`src/rtl/snm_pkg.sv`:
```
// shared types and constants of the sensor min/max normalizer
package snm_pkg;

	localparam int CHANNELS      = 6;
	localparam int NORM_BITS     = 16;
	localparam int AVG_BITS      = 8;
	localparam int CFG_DATA_BITS = 16;

	localparam logic [0:0] CFG_AVG_COUNT  = 1'b0;
	localparam logic [0:0] CFG_FULL_SCALE = 1'b1;

	localparam logic [AVG_BITS-1:0]  AVG_COUNT_RESET  = 8'd4;
	localparam logic [NORM_BITS-1:0] FULL_SCALE_RESET = 16'd1000;

	typedef enum logic [1:0] {
		OP_RESTART = 2'd0,
		OP_UPDATE  = 2'd1,
		OP_MEASURE = 2'd2,
		OP_IGNORE  = 2'd3
	} snm_op_t;

	typedef logic [NORM_BITS-1:0] norm_t;

	typedef struct packed {
		logic                restart;
		logic                update;
		logic                accum;
		logic                start;
		logic [AVG_BITS-1:0] count;
	} snm_lane_ctl_t;

endpackage

```
`src/rtl/snm_div.sv`:
```
// iterative restoring divider, one quotient bit per cycle
module snm_div #(
	parameter int NUM_BITS = 28,
	parameter int DEN_BITS = 12
) (
	input  logic                clk,
	input  logic                arst_n,
	input  logic                start,
	input  logic [NUM_BITS-1:0] num,
	input  logic [DEN_BITS-1:0] den,
	output logic [NUM_BITS-1:0] quo,
	output logic                done
);
	localparam int CNT_BITS = $clog2(NUM_BITS + 1);

	logic [CNT_BITS-1:0] cnt_q;
	logic                done_q;
	logic [DEN_BITS-1:0] rem_q;
	logic [DEN_BITS-1:0] den_q;
	logic [NUM_BITS-1:0] quo_q;

	logic [DEN_BITS:0]   shifted;
	logic [DEN_BITS:0]   trial;
	logic                fits;

	assign shifted = {rem_q, quo_q[NUM_BITS-1]};
	assign trial   = shifted - {1'b0, den_q};
	assign fits    = shifted >= {1'b0, den_q};

	always_ff @(posedge clk or negedge arst_n) begin
		if (!arst_n) begin
			cnt_q  <= '0;
			done_q <= 1'b0;
		end else begin
			done_q <= 1'b0;
			if (start) begin
				cnt_q <= CNT_BITS'(NUM_BITS);
			end else if (cnt_q != '0) begin
				cnt_q  <= cnt_q - CNT_BITS'(1);
				done_q <= (cnt_q == CNT_BITS'(1));
			end
		end
	end

	always_ff @(posedge clk) begin
		if (start) begin
			rem_q <= '0;
			den_q <= den;
			quo_q <= num;
		end else if (cnt_q != '0) begin
			rem_q <= fits ? trial[DEN_BITS-1:0] : shifted[DEN_BITS-1:0];
			quo_q <= {quo_q[NUM_BITS-2:0], fits};
		end
	end

	assign quo  = quo_q;
	assign done = done_q;
endmodule

```
`src/rtl/snm_lane.sv`:
```
// one channel lane: min/max/sum storage, averaging and normalizing sequence
module snm_lane #(
	parameter int SAMPLE_BITS = 12
) (
	input  logic                          clk,
	input  logic                          arst_n,
	input  snm_pkg::snm_lane_ctl_t        ctl,
	input  logic [SAMPLE_BITS-1:0]        sample,
	input  logic [snm_pkg::NORM_BITS-1:0] full_scale,
	output snm_pkg::norm_t                norm,
	output logic                          done
);
	localparam int SUM_BITS  = SAMPLE_BITS + snm_pkg::AVG_BITS;
	localparam int PROD_BITS = SAMPLE_BITS + snm_pkg::NORM_BITS;

	typedef enum logic [2:0] {
		L_IDLE,
		L_AVG,
		L_MUL,
		L_LOAD,
		L_NORM
	} lane_state_t;

	lane_state_t            state_q;
	logic                   done_q;
	snm_pkg::norm_t         norm_q;
	logic [SAMPLE_BITS-1:0] min_q;
	logic [SAMPLE_BITS-1:0] max_q;
	logic [SUM_BITS-1:0]    sum_q;
	logic [SAMPLE_BITS-1:0] diff_q;
	logic [PROD_BITS-1:0]   prod_q;

	logic [SUM_BITS-1:0]    sum_next;
	logic                   div_start;
	logic [PROD_BITS-1:0]   div_num;
	logic [SAMPLE_BITS-1:0] div_den;
	logic [PROD_BITS-1:0]   div_quo;
	logic                   div_done;
	logic [SUM_BITS-1:0]    avg;
	logic [SAMPLE_BITS-1:0] clamped;

	assign sum_next = sum_q + SUM_BITS'(sample);

	always_ff @(posedge clk or negedge arst_n) begin
		if (!arst_n) begin
			min_q <= '0;
			max_q <= '0;
			sum_q <= '0;
		end else if (ctl.restart) begin
			min_q <= sample;
			max_q <= sample;
			sum_q <= '0;
		end else if (ctl.update) begin
			if (sample > max_q) begin
				max_q <= sample;
			end
			if (sample < min_q) begin
				min_q <= sample;
			end
			sum_q <= '0;
		end else if (ctl.accum) begin
			sum_q <= ctl.start ? '0 : sum_next;
		end
	end

	always_comb begin
		div_start = 1'b0;
		div_num   = PROD_BITS'(sum_next);
		div_den   = SAMPLE_BITS'(ctl.count);
		unique case (state_q)
			L_IDLE: begin
				div_start = ctl.start;
			end
			L_LOAD: begin
				div_start = 1'b1;
				div_num   = prod_q;
				div_den   = max_q - min_q;
			end
			default: begin
			end
		endcase
	end

	snm_div #(
		.NUM_BITS(PROD_BITS),
		.DEN_BITS(SAMPLE_BITS)
	) u_div (
		.clk   (clk),
		.arst_n(arst_n),
		.start (div_start),
		.num   (div_num),
		.den   (div_den),
		.quo   (div_quo),
		.done  (div_done)
	);

	// clamp the average into the calibrated range
	assign avg = div_quo[SUM_BITS-1:0];
	always_comb begin
		if (avg > SUM_BITS'(max_q)) begin
			clamped = max_q;
		end else if (avg < SUM_BITS'(min_q)) begin
			clamped = min_q;
		end else begin
			clamped = avg[SAMPLE_BITS-1:0];
		end
	end

	always_ff @(posedge clk or negedge arst_n) begin
		if (!arst_n) begin
			state_q <= L_IDLE;
			done_q  <= 1'b0;
			norm_q  <= '0;
		end else begin
			unique case (state_q)
				L_IDLE: begin
					if (ctl.start) begin
						state_q <= L_AVG;
						done_q  <= 1'b0;
					end
				end
				L_AVG: begin
					if (div_done) begin
						state_q <= L_MUL;
					end
				end
				L_MUL: begin
					state_q <= L_LOAD;
				end
				L_LOAD: begin
					state_q <= L_NORM;
				end
				L_NORM: begin
					if (div_done) begin
						state_q <= L_IDLE;
						done_q  <= 1'b1;
						norm_q  <= (max_q > min_q) ? div_quo[snm_pkg::NORM_BITS-1:0] : '0;
					end
				end
				default: begin
					state_q <= L_IDLE;
				end
			endcase
		end
	end

	always_ff @(posedge clk) begin
		if (state_q == L_AVG && div_done) begin
			diff_q <= clamped - min_q;
		end
		if (state_q == L_MUL) begin
			prod_q <= PROD_BITS'(diff_q) * PROD_BITS'(full_scale);
		end
	end

	assign norm = norm_q;
	assign done = done_q;
endmodule

```
`config.mk`:
```
export PLATFORM = sky130hd
export DESIGN_NAME = snm_lane
export DESIGN_NICKNAME = d
export VERILOG_FILES = /design/src/rtl/snm_pkg.sv /design/src/rtl/snm_div.sv /design/src/rtl/snm_lane.sv
export SDC_FILE = /design/constraint.sdc
export NUM_CORES = 1
export LEC_CHECK = 0
export ABC_AREA = 1
export BUFFER_PORTS_ARGS = -buffer_cell sky130_fd_sc_hd__buf_2
export CELL_PAD_IN_SITES_DETAIL_PLACEMENT = 0
export CELL_PAD_IN_SITES_GLOBAL_PLACEMENT = 1
export CORE_MARGIN = 10
export CORE_UTILIZATION = 30
export CTS_CLUSTER_SIZE = 25
export DETAILED_ROUTE_END_ITERATION = 16
export GPL_TIMING_DRIVEN = 0
export PLACE_DENSITY_LB_ADDON = 0.05
export SLEW_MARGIN = 25
export SYNTH_ARGS = -nofsm -noshare
export SYNTH_HDL_FRONTEND = slang
export SYNTH_HIERARCHICAL = 1
export SYNTH_SLANG_ARGS = --single-unit
```
`constraint.sdc`:
```
create_clock -name clk -period 10.45 [get_ports clk]
set_input_delay 2.6125 -clock clk [delete_from_list [all_inputs] [get_ports clk]]
set_output_delay 2.6125 -clock clk [all_outputs]
set_load 0.02 [all_outputs]
```
After elaboration in Yosys (flattened, before gate mapping). Cells that the tools add are included.

Register bits after elaboration: 162. Output and inout port bits: 17. Word-level logic and storage cells: 78.

Order comparisons: 6. Multiplexer cells: 30. Equality and inequality tests: 8. Add/sub/neg operators: 5. Reductions and logical operators: 14. Multiply operators: 1.

Operators by type and width (number): 12-bit 2-to-1 mux (9); 28-bit 2-to-1 mux (3); 20-bit 2-to-1 mux (4); 12-bit subtractor (3); 12-bit by 16-bit multiplier with 28-bit output (1); 12-bit greater-than comparator (2); 20-bit by 12-bit adder with 20-bit output (1); 20-bit by 12-bit greater-than comparator with 1-bit output (1); 20-bit by 12-bit < comparator with 1-bit output (1); 16-bit 2-to-1 mux (1); 3-bit case mux with 5 select lines (1); 13-bit by 12-bit greater-or-equal comparator with 1-bit output (1); 12-bit < comparator (1); 5-bit 2-to-1 mux (2); 2-bit nonzero test (5); 3-bit 2-to-1 mux (3); 8-bit 2-to-1 mux (1); 3-bit by 2-bit equality test with 1-bit output, second input constant (2); 2-bit AND reduction (3); 3-bit AND reduction (2); 5-bit by 1-bit equality test with 1-bit output, second input constant (1); 5-bit nonzero test (1); 5-bit by 1-bit subtractor with 5-bit output, second input constant (1); 1-bit 2-to-1 mux (4); 8 further kinds (10).

Logic depth before layout (Yosys ltp). Gate-level depths: netlist (run 1).

Word-level depth: 5. Depth in mapped cells: 23.

Cells and area by module. Netlist (run 1), hierarchy kept.

Modules (own cells, without submodules): snm_lane (area an instance 13688.1 um2, instances 1, seq. area each 2802.7 um2, cells each 1775); snm_div (area an instance 3251.9 um2, instances 1, seq. area each 1591.5 um2, cells each 398).

Worst setup path after synthesis (run 1). No wires, ideal clock.

Kind: in2reg. Start point: input port full_scale[4] (netlist bit). End point: register prod_q[23], data pin. Data arrival time: 6866 ps. Setup slack: 3323 ps. Required time: 10188 ps. Setup time: 262 ps. Cell stages on the path: 18. Buffers on the path: 1. Path through: clkbuf_1 -> nand2_1 -> fa_1 -> inv_1 -> fa_1 -> fa_1 -> fa_1 -> inv_1 -> fa_1 -> inv_1 -> ha_1 -> a21oi_1 -> inv_1 -> a21oi_1 -> o21ai_0 -> a21oi_1 -> o21ai_1 -> xor2_1.

Longest elaborated chain between the ends: 1.

Ends and longest elaborated chain: start: declaration (line snm_lane.sv:9) `input logic [snm_pkg::NORM_BITS-1:0] full_scale,`; 12-bit by 16-bit multiplier with 28-bit output (line snm_lane.sv:152) `prod_q <= PROD_BITS'(diff_q) * PROD_BITS'(full_scale);`; end signal: assignment (line snm_lane.sv:152); end: declaration (line snm_lane.sv:31) `logic [PROD_BITS-1:0] prod_q;`.

No other way between the ends. A chain may end at the register's enable or synchronous reset.

Worst setup path in the final report (run 1).
Start point: input port full_scale[7] (netlist bit). End point: register prod_q[27], data pin.

The elaborated chain is that of the path after synthesis.

==> flow_metrics.tcl, run 1 <==
set metrics [dict create \
    chipWidth_um 258 \
    grt_use_met1_pct 21.1 \
    rows 87 \
    crit_chain "buf_2 -> clkbuf_1 -> nand2_1 -> fa_1 -> fa_1 -> inv_1 -> fa_1 -> fa_1 -> inv_1 -> fa_1 -> inv_1 -> ha_1 -> a21oi_1 -> inv_1 -> a21oi_1 -> o21ai_0 -> a21oi_1 -> o21ai_1 -> xnor2_1" \
    grt_overflow 0 \
    synth_top_area_share_pct 17.0 \
    final_common_cell "nand2_1" \
    antenna_left 0 \
    grt_pass1_wl_mm 83.8 \
    leakage_nw 9.76 \
    first_iter_violations 640 \
    tns_ns 0 \
    final_cells 3021 \
    dp.cells 2989 \
    critPathCaptureType "register" \
    reg2reg_depth 19 \
    hp-class "reg -> reg" \
    hold_viol_final 0 \
    timing.rr.end "prod_q[27]" \
    via_count 13800 \
    area_growth_pct 11.0 \
    top_usage_layer "met2" \
    fmax_mhz 133 \
    outcome "completed" \
    min_path_cells 2 \
    post-cts-setup-buffer-count 0 \
    nets 2600 \
    core-area_um2 56200 \
    portBuffers 58 \
    place_ws_ns 2.41 \
    drc 0 \
    synth_seq_cells 162 \
    final_cell_mix "nand2_1, inv_1, ha_1, fa_1, nor2_1" \
    post_cts_resized 0 \
    r2r_start "diff_q[4]" \
    clkLatencyLatePin_ns 0.44 \
    cts_tree "done" \
    grt_max_degree 61 \
    power_mw 3.88 \
    drive_gt1_share_pct 7.11 \
    crit_slowest_cell "fa_1" \
    synth_edf_count 80 \
    cts_buffer_depth 2 \
    async_flop_share_pct 43.2 \
    grt_use_total_pct 16.3 \
    gp_congestion 0.802 \
    grtUsageMet2_pct 28.0 \
    max_stage_delay_ns 0.54 \
    crit_end "prod_q[27]" \
    die-height_um 258 \
    maxCapViolCount 0 \
    period_needed_ns 7.50 \
    finalSetupViolations 0 \
    arrival_ns 7.69 \
    detailed_place_hpwl_mm 44.5 \
    antenna_cells 0 \
    ir_drop_uv 95.5 \
    syn-cell-area_um2 16900 \
    cts_buffers 17 \
    rrSetupSlack_ns 4.29 \
    clk_pin_slew_ns 0.07 \
    synth_cells 2173 \
    wl_mm 53.4 \
    powerDensity_nw_per_um2 207 \
    path_max_fanout 10 \
    max_slew_margin_pct 40.1 \
    critPathLaunchType "input port" \
    rsz0062_at_grt "no" \
    yosysSeqAreaShare_pct 25.9 \
    yosys_warnings 6 \
    grt_pass1_vias 14300 \
    htree_levels 4 \
    worst-slew-pin-transition_ns 0.894 \
    synth_flop_cell "edfxtp_1" \
    synth_nets 2521 \
    fin_skew_ns 0.00900 \
    cts.sinks 162 \
    wire_per_inst_um 17.7 \
    worst-setup-path-type "in -> reg" \
    grt_use_met3_pct 1.99 \
    synth_area_leaders "fa_1, nand2_1, edfxtp_1" \
    pin_count 59 \
    synth_top_cell_by_area "fa_1" \
    die_area_um2 66400 \
    avgSynthCellArea_um2 7.80 \
    cts_root_buf "clkbuf_16" \
    slew_viol_final 0 \
    vias_per_cell 4.57 \
    hold_buffers 0 \
    setup_ws_ns 2.95 \
    ys_types 51 \
    critical_path.most_common_cell "fa_1" \
    post-route-period-util_pct 71.8 \
    antenna_found_initial 0 \
    critPathLaunch "full_scale[7]" \
    firstDrtPassIters 6 \
    initial_utilization_pct 30.2 \
    cp.required_ns 10.64 \
]
-- synth_stat cells (30+ instances only) --
library cell and count:
nand2_1 641, fa_1 144, nand3_1 91, nor2_1 98
ha_1 162, edfxtp_1 80, inv_1 410, o21ai_0 90
xor2_1 30, dfrtp_1 70, clkbuf_1 57, a21oi_1 83
-- metrics by stage --
step                      hold WS (ns)  cell area, um2  util [%]
after floorplan                  0.448           16900         -
after CTS                        0.478           18800      33.5
final                            0.475           18800      33.5
after global routing             0.494           18800      33.5
after global placement           0.461           18200      32.4
after detailed placement         0.469           18200      32.5
-- cell families (layout without fill, tap and decap cells) --
group,count (synthesis),in the layout,synth area share (%)
buffers and inverters,489,581,11.1
adder cells (fa/ha/maj),306,306,29.0
multiplexers,7,7,0.414
XOR/XNOR,52,52,2.69
flip-flops,162,162,25.9
AND/OR/NAND/NOR,906,906,22.4
AO/OA/AOI/OAI,251,251,8.51
-- state kept, by name (all words and copies together), names as in the netlist --
register	flops
sum_q	20
max_q	12
u_div/done	1
u_div/cnt_q	5
prod_q	28
u_div/den_q	12
min_q	12
diff_q	12
norm	16
u_div/rem_q	12
u_div/quo	28
state_q	3
done	1
-- layout make-up --
cell class,count,area (um2)
Sequential cell,162,4390
Buffer,69,305
Clock inverter,11,106
Multi-Input combinational cell,1522,10700
Fill cell,6159,37400
Inverter,420,1580
Clock buffer,21,450
Timing Repair Buffer,60,344
Tap cell,756,946
-- worst min-delay path by stage --
stage	start	end
detailed placement	u_div/rem_q[9]	u_div/rem_q[9]
finish	u_div/rem_q[6]	u_div/rem_q[6]
global route	u_div/rem_q[2]	u_div/rem_q[2]
floorplan	u_div/rem_q[10]	u_div/rem_q[10]
global placement	done	done
CTS	u_div/rem_q[9]	u_div/rem_q[9]
-- power by group --
part,internal (mW),total (mW),switching (mW),leakage [nW]
logic,0.840,2.31,1.47,7.73
registers,0.855,0.956,0.101,1.78
clock network,0.336,0.618,0.283,0.254
-- worst max-delay path: cells and delay by family --
family	cells	cell delay (ns)
XOR/XNOR	1	0.14
AO/OA/AOI/OAI	5	0.94
buffers and inverters	6	0.86
AND/OR/NAND/NOR	1	0.17
adder cells (fa/ha/maj)	6	2.93
-- layer usage --
metal  routed length (um)  part of all wire (%)  vias up
li1                     -                     -     6946
met1                24900                    47     6646
met2                25900                    49      187
met3                 1420                   2.7       38
met4                 1110                   2.1        0
met5                    0                     0        -
Power figures use the tool's default switching activity.
==> run 2: changes to the inputs <==
--- a/config.mk
+++ b/config.mk
@@ -5,7 +5,7 @@
 export SDC_FILE = /design/constraint.sdc
 export NUM_CORES = 1
 export LEC_CHECK = 0
-export ABC_AREA = 1
+export ABC_AREA = 0
 export BUFFER_PORTS_ARGS = -buffer_cell sky130_fd_sc_hd__buf_2
 export CELL_PAD_IN_SITES_DETAIL_PLACEMENT = 0
 export CELL_PAD_IN_SITES_GLOBAL_PLACEMENT = 1
==> constraint.sdc (replaced) <==
create_clock -name clk -period 6.9 [get_ports clk]
set_input_delay 1.725 -clock clk [delete_from_list [all_inputs] [get_ports clk]]
set_output_delay 1.725 -clock clk [all_outputs]
set_load 0.02 [all_outputs]
==> flow_metrics.tcl, run 2 <==
set metrics [dict create \
    synth_area_leaders "fa_1, edfxtp_1, ha_1" \
    post-cts-setup-buffer-count 0 \
    synthSimpleGateAreaFrac_pct 14.3 \
    powerDensity_nw_per_um2 293 \
    path_max_fanout 10 \
    portBuffers 58 \
    rows 84 \
    outcome "completed" \
    synth.area.mux_share_pct 4.72 \
    worst-setup-path-type "in -> reg" \
    fmax_mhz 152 \
    wire_per_inst_um 19.8 \
    period_needed_ns 6.60 \
    crit_slowest_cell "fa_1" \
    pin_count 59 \
    vias_per_cell 4.83 \
    max_stage_delay_ns 0.56 \
    arrival_ns 6.78 \
    clk_pin_slew_ns 0.07 \
    finalSetupViolations 0 \
    synth_top_cell_by_area "fa_1" \
    post-route-util_pct 33.9 \
    grt_pass1_wl_mm 77.0 \
    detailed_place_hpwl_mm 40.1 \
    synth_fa_ha_area_share_pct 30.6 \
    fillers 5549 \
    synth_seq_cells 162 \
    path_delay_family "adder cells" \
    first_iter_violations 616 \
    grt_pass1_vias 12700 \
    area_growth_pct 11.4 \
    drc 0 \
    grt_overflow 0 \
    yosys_warnings 6 \
    power_mw 5.25 \
    post-route-period-util_pct 95.6 \
    place_ws_ns -0.924 \
    antenna_found_initial 0 \
    cts_root_buf "clkbuf_16" \
    core-area_um2 52800 \
    synth_top_family_by_area "adder cells" \
    initial_utilization_pct 30.4 \
    synth_xor_area_share_pct 3.54 \
    yosysSeqAreaShare_pct 27.4 \
    ys_types 73 \
    switchingPower_mw 2.19 \
    place_area_um2 17300 \
    ir_drop_uv 117 \
    combPwrFrac_pct 54.4 \
    p_clk_share_pct 18.7 \
    synth_cells 1674 \
    seqCellArea_um2 4390 \
    leakage_nw 8.45 \
    syn-cell-area_um2 16100 \
    antenna_left 0 \
    nets 2091 \
    setup_ws_ns 0.301 \
    maxCapViolCount 0 \
    synth_compound_area_share_pct 12.4 \
    grt_max_degree 37 \
    swShare_pct 41.7 \
    drive_gt1_share_pct 11.0 \
    critPathCaptureType "register" \
    slew_viol_final 0 \
    synth.most_common_cell "inv_1" \
    max_slew_margin_pct 31.8 \
    synth_nets 2022 \
    avgSynthCellArea_um2 9.59 \
    die_area_um2 63200 \
    die-height_um 251 \
    cp.required_ns 7.08 \
    synth_edf_count 80 \
    cts_buffers 17 \
    p_int_mw 3.06 \
    cts.sinks 162 \
    design_area_um2 17900 \
    critical_path.most_common_cell "fa_1" \
    hold_viol_final 0 \
    synth_commonest_cells "inv_1, nand2_1, ha_1, fa_1, edfxtp_1" \
    hp-class "reg -> reg" \
    chipWidth_um 251 \
    cp.buffers_inverters 5 \
    worst-slew-pin-transition_ns 1.02 \
    cts_tree "done" \
    multi_input_area_um2 10600 \
    firstDrtPassIters 4 \
    crit_chain "buf_2 -> clkbuf_4 -> nand2_1 -> fa_1 -> inv_1 -> fa_1 -> fa_1 -> fa_1 -> inv_1 -> fa_1 -> inv_1 -> ha_1 -> a21o_1 -> a21o_1 -> a21oi_2 -> o21a_1 -> a21oi_1 -> and3_1 -> o41ai_2 -> xnor2_1" \
    gp_congestion 0.815 \
    final_common_cell "inv_1" \
    grt_use_total_pct 15.7 \
    cts_buffer_depth 2 \
    async_flop_share_pct 43.2 \
    critPathLaunchType "input port" \
    final_cell_mix "inv_1, nand2_1, ha_1, fa_1, edfxtp_1" \
    rsz0062_at_grt "no" \
    wl_mm 48.5 \
    clkLatencyLatePin_ns 0.44 \
    seqPwrFrac_pct 26.9 \
    synth_top_area_share_pct 18.0 \
    htree_levels 4 \
    fin_skew_ns 0.0113 \
    synth_flop_cell "edfxtp_1" \
    fin_hold_ws_ns 0.495 \
    via_count 11800 \
]
-- run 2: cell count changes in the layout (fill, tap and decap cells not counted), sizes merged, moves of 22 or more --
cell	delta
a22o	+25
and2	+76
mux2	+54
nand3	-83
xnor2	+22
nor2	-44
a21o	+28
o21ai	-45
nand2	-421
clkbuf	-23
inv	-183
-- run 2: worst register-to-register path, cell delays in order, from the launching register on --
cell and delay (ns):
edfxtp_1 0.73, clkbuf_1 0.54, nand2_1 0.17, fa_1 0.52, fa_1 0.54, inv_1 0.05, fa_1 0.47, fa_1 0.52
inv_1 0.05, fa_1 0.53, inv_1 0.04, ha_1 0.41, nand4_1 0.16, nor2_1 0.21, o211ai_1 0.21, a21oi_1 0.25
and3_1 0.29, o221ai_1 0.17, xnor2_1 0.14
-- run 2: power groups by stage --
| stage | clock network [mW] | registers (mW) | logic (mW) |
|---|---|---|---|
| 6_report | 0.981 | 1.41 | 2.86 |
| 5_1_grt | 1.06 | 1.43 | 3.28 |
| 4_1_cts | 1.02 | 1.41 | 2.89 |
| 3_5_place_dp | 0 | 1.43 | 2.84 |
| 3_3_place_gp | 0 | 1.43 | 2.85 |
| 2_1_floorplan | 0 | 1.35 | 2.19 |
-- run 2: metal layers --
metal	share of wire (%)	vias up	GRT usage (%)	routed length (um)
met4	1.5	0	4.09	733
met3	1.9	35	1.24	933
met5	0	-	0	0
li1	-	5773	-	-
met1	49	5858	21.1	23600
met2	48	146	26.9	23200
-- run 2: path summary, 6_finish.rpt --
| check | startpoint | endpoint | slack [ns] | depth (start not counted) |
|---|---|---|---|---|
| max in group asynchronous | arst_n | sum_q[16] | 5.02 | 2 |
| hold / removal | sum_q[3] | sum_q[3] | 0.49 | 2 |
| setup reg to reg | diff_q[10] | prod_q[26] | 0.65 | 18 |
| setup / recovery | full_scale[5] | prod_q[24] | 0.30 | 20 |
| hold reg to reg | sum_q[3] | sum_q[3] | 0.49 | 2 |
| min in group asynchronous | arst_n | min_q[4] | 1.26 | 1 |
-- run 2: cells by family after synthesis --
group	after synthesis
buffers and inverters	296
xor gates and xnor gates	65
DFF	162
muxes	69
AOI/OAI and AO/OA	294
and+or+nand+nor	482
adders and majority gates	306
-- run 2: what timing repair did --
item / in CTS / in global routing
setup endpoints to repair: 5 / 5
hold buffers: 0 / 0
resized for setup: 4 / 6
pin swaps: 0 / 1
-- run 2: final cells by class --
type                       count  share of cell area (%)
multi-input combinational   1216                    59.1
sequential                   162                    24.6
inverter                     234                    4.91
tap                          688                    4.81
clock buffer                  19                    2.53
timing repair buffer          65                    2.13
buffer                        47                    1.12
clock inverter                13                   0.811
antenna                        1                  0.0140
-- run 2: metrics by stage --
| stage | instances | setup TNS, ns |
|---|---|---|
| floorplan | 1674 | 0 |
| global placement | 2420 | -4.95 |
| detailed placement | 2427 | -4.93 |
| CTS | 2450 | 0 |
| global route | 2444 | 0 |
| finish | 2445 | 0 |
